**config.mk**
```make
export PLATFORM = sky130hd
export DESIGN_NAME = sorted_priority_queue
export DESIGN_NICKNAME = d
export VERILOG_FILES = /design/src/rtl/core/spq_pkg.sv /design/src/rtl/core/sorted_priority_queue.sv /design/src/rtl/core/spq_cell.sv
export SDC_FILE = /design/constraint.sdc
export NUM_CORES = 2
export LEC_CHECK = 0
export BUFFER_PORTS_ARGS = -buffer_cell sky130_fd_sc_hd__buf_2
export CORE_MARGIN = 1
export CORE_UTILIZATION = 40
export CTS_BUF_LIST = sky130_fd_sc_hd__clkbuf_4 sky130_fd_sc_hd__clkbuf_8
export CTS_CLUSTER_SIZE = 16
export DETAILED_ROUTE_END_ITERATION = 8
export HOLD_SLACK_MARGIN = 0.08
export PLACE_DENSITY_LB_ADDON = 0.1
export SYNTH_ARGS = -nofsm -noshare
export SYNTH_HDL_FRONTEND = slang
export SYNTH_SLANG_ARGS = --single-unit
```
**constraint.sdc**
```tcl
create_clock -name clock -period 9.4 [get_ports clock]
set_input_delay 2.82 -clock clock [delete_from_list [all_inputs] [get_ports clock]]
set_output_delay 2.82 -clock clock [all_outputs]
set_load 0.05 [all_outputs]
```
**src/rtl/core/spq_pkg.sv**
```systemverilog
package spq_pkg;

   localparam int ValueW = 32;
   localparam int PrioW  = 16;
   localparam int StatW  = 2;
   localparam int CountW = 5;

   localparam logic CMD_INSERT = 1'b0;
   localparam logic CMD_REMOVE = 1'b1;

   localparam logic [StatW-1:0] STAT_OK        = 2'd0;
   localparam logic [StatW-1:0] STAT_UNDERFLOW = 2'd1;
   localparam logic [StatW-1:0] STAT_FULL      = 2'd2;

   typedef struct packed {
      logic [ValueW-1:0] value;
      logic [PrioW-1:0]  prio;
   } entry_type;

   // broadcast to every cell in the row
   typedef struct packed {
      logic      insert;
      logic      remove;
      entry_type entry;
   } op_type;

endpackage

```
**src/rtl/core/sorted_priority_queue.sv**
```systemverilog
// channel | dir | tdata fields (low bit up)
// req_    | in  | command[0], item_value[32:1], item_priority[48:33]
// rsp_    | out | status[1:0], removed_value[33:2], removed_priority[49:34],
//         |     | entry_count[54:50]
// one request per cycle; the row of cells shifts right on insert and left
// on remove in the cycle it is accepted, and the result is registered.
// reset clears the entry count and the result valid; cell contents are
// left as they are. a stalled result holds the request side only while it
// is not taken.
module sorted_priority_queue #(
   parameter int CAPACITY = 16
) (
   input  logic        clock,
   input  logic        reset,
   input  logic        req_tvalid,
   output logic        req_tready,
   input  logic [55:0] req_tdata,  // command, item_value, item_priority
   output logic        rsp_tvalid,
   input  logic        rsp_tready,
   output logic [55:0] rsp_tdata   // status, removed_value, removed_priority, entry_count
);
   import spq_pkg::*;

   localparam int CntW = $clog2(CAPACITY + 1);

   logic [CntW-1:0] count_ff, count_in;
   logic            rsp_valid_ff, rsp_valid_in;
   logic [54:0]     rsp_data_ff, rsp_data_in;

   logic            accept;
   logic            cmd;
   entry_type       req_entry;
   logic            full, empty;
   op_type          op;
   logic [StatW-1:0] status;
   entry_type       removed;

   logic      ahead    [CAPACITY];
   entry_type cell_out [CAPACITY];

   assign req_tready = !rsp_valid_ff || rsp_tready;
   assign accept     = req_tvalid && req_tready;
   assign cmd        = req_tdata[0];
   assign req_entry.value = req_tdata[32:1];
   assign req_entry.prio  = req_tdata[48:33];

   assign full  = (count_ff == CntW'(CAPACITY));
   assign empty = (count_ff == '0);

   always_comb begin
      op.insert = accept && (cmd == CMD_INSERT) && !full;
      op.remove = accept && (cmd == CMD_REMOVE) && !empty;
      op.entry  = req_entry;
   end

   genvar i;
   generate
      for (i = 0; i < CAPACITY; i++) begin : g_cell
         logic      occ;
         logic      pb;
         entry_type pe;
         entry_type ne;
         assign occ = (count_ff > CntW'(i));
         if (i == 0) begin : g_first
            assign pb = 1'b0;
            assign pe = req_entry;
         end else begin : g_mid
            assign pb = ahead[i-1];
            assign pe = cell_out[i-1];
         end
         if (i == CAPACITY - 1) begin : g_last
            assign ne = cell_out[i];
         end else begin : g_inner
            assign ne = cell_out[i+1];
         end
         spq_cell u_cell (
            .clock       (clock),
            .op          (op),
            .occupied    (occ),
            .prev_ahead  (pb),
            .prev_entry  (pe),
            .next_entry  (ne),
            .ahead       (ahead[i]),
            .entry       (cell_out[i])
         );
      end
   endgenerate

   always_comb begin
      count_in = count_ff;
      if (op.insert) begin
         count_in = count_ff + CntW'(1);
      end else if (op.remove) begin
         count_in = count_ff - CntW'(1);
      end

      status  = STAT_OK;
      removed = '0;
      if (cmd == CMD_INSERT) begin
         if (full) begin
            status = STAT_FULL;
         end
      end else begin
         if (empty) begin
            status = STAT_UNDERFLOW;
         end else begin
            removed = cell_out[0];
         end
      end

      rsp_valid_in = rsp_valid_ff;
      rsp_data_in  = rsp_data_ff;
      if (accept) begin
         rsp_valid_in = 1'b1;
         rsp_data_in  = {CountW'(count_in), removed.prio, removed.value, status};
      end else if (rsp_tready) begin
         rsp_valid_in = 1'b0;
      end
   end

   always_ff @(posedge clock) begin
      if (reset) begin
         count_ff     <= '0;
         rsp_valid_ff <= 1'b0;
      end else begin
         count_ff     <= count_in;
         rsp_valid_ff <= rsp_valid_in;
      end
   end

   always_ff @(posedge clock) begin
      rsp_data_ff <= rsp_data_in;
   end

   assign rsp_tvalid = rsp_valid_ff;
   assign rsp_tdata  = {1'b0, rsp_data_ff};

endmodule

```
**src/rtl/core/spq_cell.sv**
```systemverilog
module spq_cell (
   input  logic               clock,
   input  spq_pkg::op_type    op,
   input  logic               occupied,
   input  logic               prev_ahead,
   input  spq_pkg::entry_type prev_entry,
   input  spq_pkg::entry_type next_entry,
   output logic               ahead,
   output spq_pkg::entry_type entry
);
   import spq_pkg::*;

   entry_type entry_ff;
   entry_type entry_in;

   // new entry sorts ahead of this slot: empty, or slot priority strictly larger
   assign ahead = !occupied || (entry_ff.prio > op.entry.prio);
   assign entry = entry_ff;

   always_comb begin
      entry_in = entry_ff;
      if (op.insert && ahead) begin
         entry_in = prev_ahead ? prev_entry : op.entry;
      end else if (op.remove) begin
         entry_in = next_entry;
      end
   end

   always_ff @(posedge clock) begin
      entry_ff <= entry_in;
   end

endmodule

```
Yosys cells after proc, flatten, opt, wreduce, memory -nomap -nowiden
Cells that the tools add are included. Widths: inputs -> output; s select.

Register bits after elaboration: 829. Bits of input ports: 60. Output and inout bits: 58. Word-level logic and storage cells: 199.

$add $sub $neg: 2. $lt $le $gt $ge: 32. Eq/ne operators: 1. Muxes and demuxes: 52. Bitwise gates (word level): 1. Reduce and logical (&&, ||, !) cells: 75.

Operators with widths (number): $mux 48 (45); $gt 16x16->1 (16); $gt 5x4->1 const B (8); $reduce_bool 2->1 (16); $logic_and 1x1->1 (21); $gt 5x3->1 const B (4); $logic_not 1->1 (19); $logic_or 1x1->1 (17); $gt 5x1->1 const B (2); $gt 5x2->1 const B (2); $mux 5 (2); $add 5x1->5 const B (1); $eq 5x5->1 const B (1); $logic_not 5->1 (1); $sub 5x1->5 const B (1); $mux 2 (2); $mux 1 (3); $reduce_or 2->1 (1); $not 1->1 (1).

Depth between registers and ports, before layout
Depth in word-level cells: 7. Gate-level depth with buffers: 13. Gate-level depth less buffers: 9.

Cells and area by module
From an unflattened synthesis, not the netlist that was laid out.

Cell total of the unflattened synthesis: 5326. Area, all modules: 60391.7 µm².

Modules (own cells, without submodules): spq_cell (g_cell[0].u_cell ...) (times used 11, cells an instance 235, area each 3061.7 µm², sequential area each 1441.4 µm²); spq_cell (g_cell[5].u_cell ...) (times used 5, cells an instance 504, area each 4802.1 µm², sequential area each 1441.4 µm²); sorted_priority_queue (times used 1, cells an instance 221, area each 2702.6 µm², sequential area each 1771.7 µm²).

Worst setup path after synthesis
Ideal clock, no wire load.

Path type: input-to-reg. Start: in req_tdata[48]. End: reg g_cell[2].u_cell.entry_ff (netlist bit g_cell[2].u_cell.entry[0]), enable pin. Setup time: 0.520 ns. Arrival time: 7.975 ns. Required time: 8.880 ns. Slack: 0.905 ns. Stages on the path: 10. Buffers on the path: 2. Cell sequence: inv_1 -> ha_1 -> nand4_1 -> or3_1 -> a21oi_1 -> or4_4 -> o31ai_2 -> buf_6 -> buf_6 -> o21ai_0.

Word-level cells in the longest chain between the ends: 4.

Ends and longest elaborated chain: start: declaration (RTL line sorted_priority_queue.sv:17) `input logic [55:0] req_tdata,`; $gt 16x16->1 (RTL line spq_cell.sv:17) `assign ahead = !occupied || (entry_ff.prio > op.entry.prio);`; $logic_or 1x1->1 (RTL line spq_cell.sv:17); $logic_and 1x1->1 (RTL line spq_cell.sv:22) `if (op.insert && ahead) begin`; $reduce_bool 2->1 (no source line); end signal: assignment (RTL line spq_cell.sv:30) `entry_ff <= entry_in;`; end: declaration (RTL line spq_cell.sv:13) `entry_type entry_ff;`.

No other way between the ends. A chain may end at the register's enable or synchronous reset.

Final worst setup path
Start: in req_tdata[44]. End: reg g_cell[7].u_cell.entry_ff (netlist bit g_cell[7].u_cell.entry[36]), enable pin.

Word-level cells in the longest chain between the ends: 4.

Ends and longest elaborated chain (RTL line): $gt 16x16->1 (spq_cell.sv:17); $logic_or 1x1->1 (spq_cell.sv:17); $logic_and 1x1->1 (spq_cell.sv:22); $reduce_bool 2->1 (no source line); end signal: assignment (spq_cell.sv:30); end: declaration (spq_cell.sv:13).

No other way between the ends.

==> summary.md <==
| Metric | Value |
|---|---|
| Final setup vio count | `0` |
| Global Route Usage Sum | `about a quarter` |
| Vias per cell | `between 5 and 6` |
| Slowest CP cell | `nand2b_2` |
| Final Hold Violating Endpoints | `0` |
| Die Y | `between 300 and 400 µm` |
| Initial core utilization | `40.5%` |
| Chip width | `~350 µm` |
| Commonest non-fill, non-tap cell in the layout | `edfxtp_1` |
| Status | `completed` |
| Critical R2R Capture | `g_cell[12].u_cell.entry[3]` |
| Crit Path Class | `primary input to flop` |
| Min-Delay Path Depth | `2` |
| Area after DPL | `49200 µm²` |
| Synth Cell Area | `47300 µm²` |
| Setup TNS | `0 ns` |
| Detailed placement HPWL | `94800 µm` |
| Cells after Synth | `4529` |
| R2R Path Start | `count_ff[1]` |
| Worst VDD drop | `~0.12 mV` |
| CP arrival | `7.13 ns` |
| Detailed router's first-iteration violation count | `2588` |
| Met2 WL | `65300 µm` |
| EDFF count, synth | `823` |
| Fin area | `around 52000 µm²` |
| Vias in the first global route | `~35000` |
| Worst-Margin Slew | `1.16 ns` |
| Clock root buffer | `clkbuf_8` |
| Crit-path max FO | `46` |
| Initial antenna violation count | `4` |
| RSZ-0062 raised after global routing | `false` |
| Place WS | `1.87 ns` |
| Slew margin rel. | `a little under a quarter` |
| Kind of capture point of the worst setup path | `flop` |
| Global placer's final weighted congestion | `roughly 0.88` |
| DR WL met3 | `a little over 7000 µm` |
| Power Density | `approximately 210 nW/µm²` |
| Post-CTS resize count | `0` |
| Clock transition at path regs | `roughly 0.060 ns` |
| Worst R2R Setup Slack | `5.03 ns` |
| Global-route wire length before repair | `roughly 220000 µm` |
| Largest net degree at the start of global routing | `97` |
| Hold WC Path Type | `flop to flop` |
| Worst Slack Setup Final | `2.74 ns` |
| Uppermost layer routed | `met5` |
| Placed Instances | `5910` |
| Post-CTS Setup Inserts | `0` |
| Vias | `35600` |
| Clk pwr share | `32.3%` |
| YS warnings | `0` |
| TritonCTS Buffers | `155` |
| Post-synthesis cell type count | `73` |
| Total gr overflow | `0` |
| Drt first pass iters | `5` |
| Layout area overhead | `10.5%` |
| Core area | `roughly 120000 µm²` |
| Die ar. | `about 120000 µm²` |
| Post-synth top area share | `52.3%` |
| Avg Synthesized Cell Area | `between 10 and 15 µm²` |
| Worst skew pair latency | `0.84 ns` |
| Input/output buffers | `about 110` |
| Htree depth | `4` |
| Top delay family on crit path | `simple AND/OR/NAND/NOR gates` |
| Sink Count | `829` |
| Max Cap Viol | `0` |
| CP max stage delay | `0.85 ns` |
| Min-Delay Startpoint | `g_cell[13].u_cell.entry[30]` |
| DRC viols | `0` |
| Sw Ratio | `32.0%` |
| Worst min-delay path endpoint | `g_cell[12].u_cell.entry[30]` |
| Fmax | `0.150 GHz` |
| Cell Int Power | `7390 µW` |
| Final Skew | `0.0415 ns` |
| Post-Syn Nets | `4850` |
| Data required time of the critical path | `9.88 ns` |
| Share of layout cells above drive strength 1 | `12.8%` |
| Wl on met1 | `69000 µm` |
| Crit start category | `primary input` |
| Comb power frac | `21.5%` |
| Buffers & Inverters on Critical Path | `5` |
| I/O pins | `118` |
| Post-route ant nets | `0` |
| Final min period | `about 6.7 ns` |
| R2R cell count | `9` |
| Synth async-reset ratio | `0%` |
| Drt wl/cell | `23.6 µm` |
| Register share of total power | `46.2%` |
| Hold Buf Count CTS | `0` |
| Fin cells | `6189` |
| Synth area leader | `edfxtp_1` |
| Number of synthesized register bits | `~830` |
| CP cell instances | `buf_2 > inv_1 > buf_4 > ha_1 > nand4_1 > nor3_1 > a21boi_0 > and4bb_2 > nor3_4 > buf_4 > nand2b_2 > buf_4` |
| Routed WL | `146000 µm` |
| Fin nets | `~4900` |
| Lkg Pwr | `0.0213 µW` |
| CTS tree | `built` |
| Seq/Total Area, Yosys | `52.5%` |
| Largest cells by area after synthesis | `edfxtp_1 (52%), mux2i_1 (8.8%), ha_1 (6.9%)` |
| Commonest cells after routing, fill and taps aside | `edfxtp_1 (823), nand2_1 (679), nor2_1 (606)` |
| Tot Pwr | `10900 µW` |
| Crit share post-route | `70.8%` |
| Slew Viols, Final | `0` |
| Most used cell, CP | `buf_4` |
| Psw | `3480 µW` |
| Dominant synthesized flop cell | `edfxtp_1` |
| # rows | `125` |
| Clock buffer depth | `3` |
area by class of cell:
class | count | area (µm²)
antenna | 2 | 5.00
clock buffer | 227 | 2700
clock inverter | 50 | 287
fill | 11300 | 64500
inverter | 45 | 170
multi-input combinational | 3314 | 21100
sequential | 829 | 24800
tap | 1524 | 1910
timing repair buffer | 198 | 1250
synth_stat cells (4+ instances only):
library cell	count
mux2_1	10
mux2_2	86
clkbuf_1	195
o211ai_1	11
nor4_1	9
nor3_1	18
or3_1	6
nor2b_1	24
dfxtp_1	6
nand2_1	685
a31oi_1	293
a211o_1	4
o21a_1	12
inv_1	44
edfxtp_1	823
buf_4	30
o21ai_1	13
o22ai_1	6
a211oi_1	6
and3_1	51
o2bb2a_1	19
buf_1	12
and4_1	6
mux2i_1	417
buf_2	94
ha_1	261
o21ai_0	221
a21oi_1	375
nand2b_1	7
a21o_1	30
nand3_1	21
a221oi_1	4
nand4_1	46
and2_1	8
buf_6	10
nor2_1	611
power groups by stage:
stage / clock [µW] / sequential, µW / combinational [µW]
6_report: 3520 / 5020 / 2340
3_3_place_gp: 0 / 5100 / 2300
5_1_grt: 3750 / 5080 / 2570
3_5_place_dp: 0 / 5100 / 2330
2_1_floorplan: 0 / 5100 / 1540
4_1_cts: 3610 / 5030 / 2340
routing by layer:
metal | up-vias | GRT usage [%]
met4 | 4 | 8.47
met5 | - | 0
met2 | 952 | 37.2
li1 | 16700 | -
met3 | 237 | 3.55
met1 | 17700 | 34.1
worst max-delay path by stage:
stage                              from                     endpoint  cells past startpoint
after global placement    req_tdata[42]  g_cell[11].u_cell.entry[17]                     11
after floorplan           req_tdata[48]    g_cell[2].u_cell.entry[0]                     10
after global routing      req_tdata[44]   g_cell[7].u_cell.entry[36]                     12
after CTS                 req_tdata[37]   g_cell[7].u_cell.entry[36]                     12
after detailed placement  req_tdata[37]   g_cell[7].u_cell.entry[35]                     12
final                     req_tdata[44]   g_cell[7].u_cell.entry[36]                     12
cell families after synthesis:
kind of cell             share of synthesized area (%)
AO/OA/AOI/OAI                                     12.5
XOR/XNOR                                        0.0556
adder cells (fa/ha/maj)                           6.91
buffers and inverters                             3.71
flip-flops                                        52.5
multiplexers                                      11.1
other                                          0.00793
AND/OR/NAND/NOR                                   13.2
state kept, by name, indices dropped and copies added (netlist names):
name                 cells
rsp_tvalid               1
g_cell.u_cell.entry    768
count_ff                 5
rsp_data_ff             55
per-stage QoR:
stage | utilization, % | hold slack [ns]
6_report | 44.8 | 0.546
5_1_grt | 44.8 | 0.582
4_1_cts | 44.8 | 0.540
3_5_place_dp | 42.2 | 0.527
3_3_place_gp | 42.2 | 0.516
2_1_floorplan | - | 0.522
worst register-to-register path, delay by kind of cell, from the launching register on:
kind	cells	cell delay, ns
DFF	1	0.60
buffers and inverters	4	1.56
adders and majority gates	1	0.27
and+or+nand+nor	4	1.55
(Power assumes the default switching activity.)
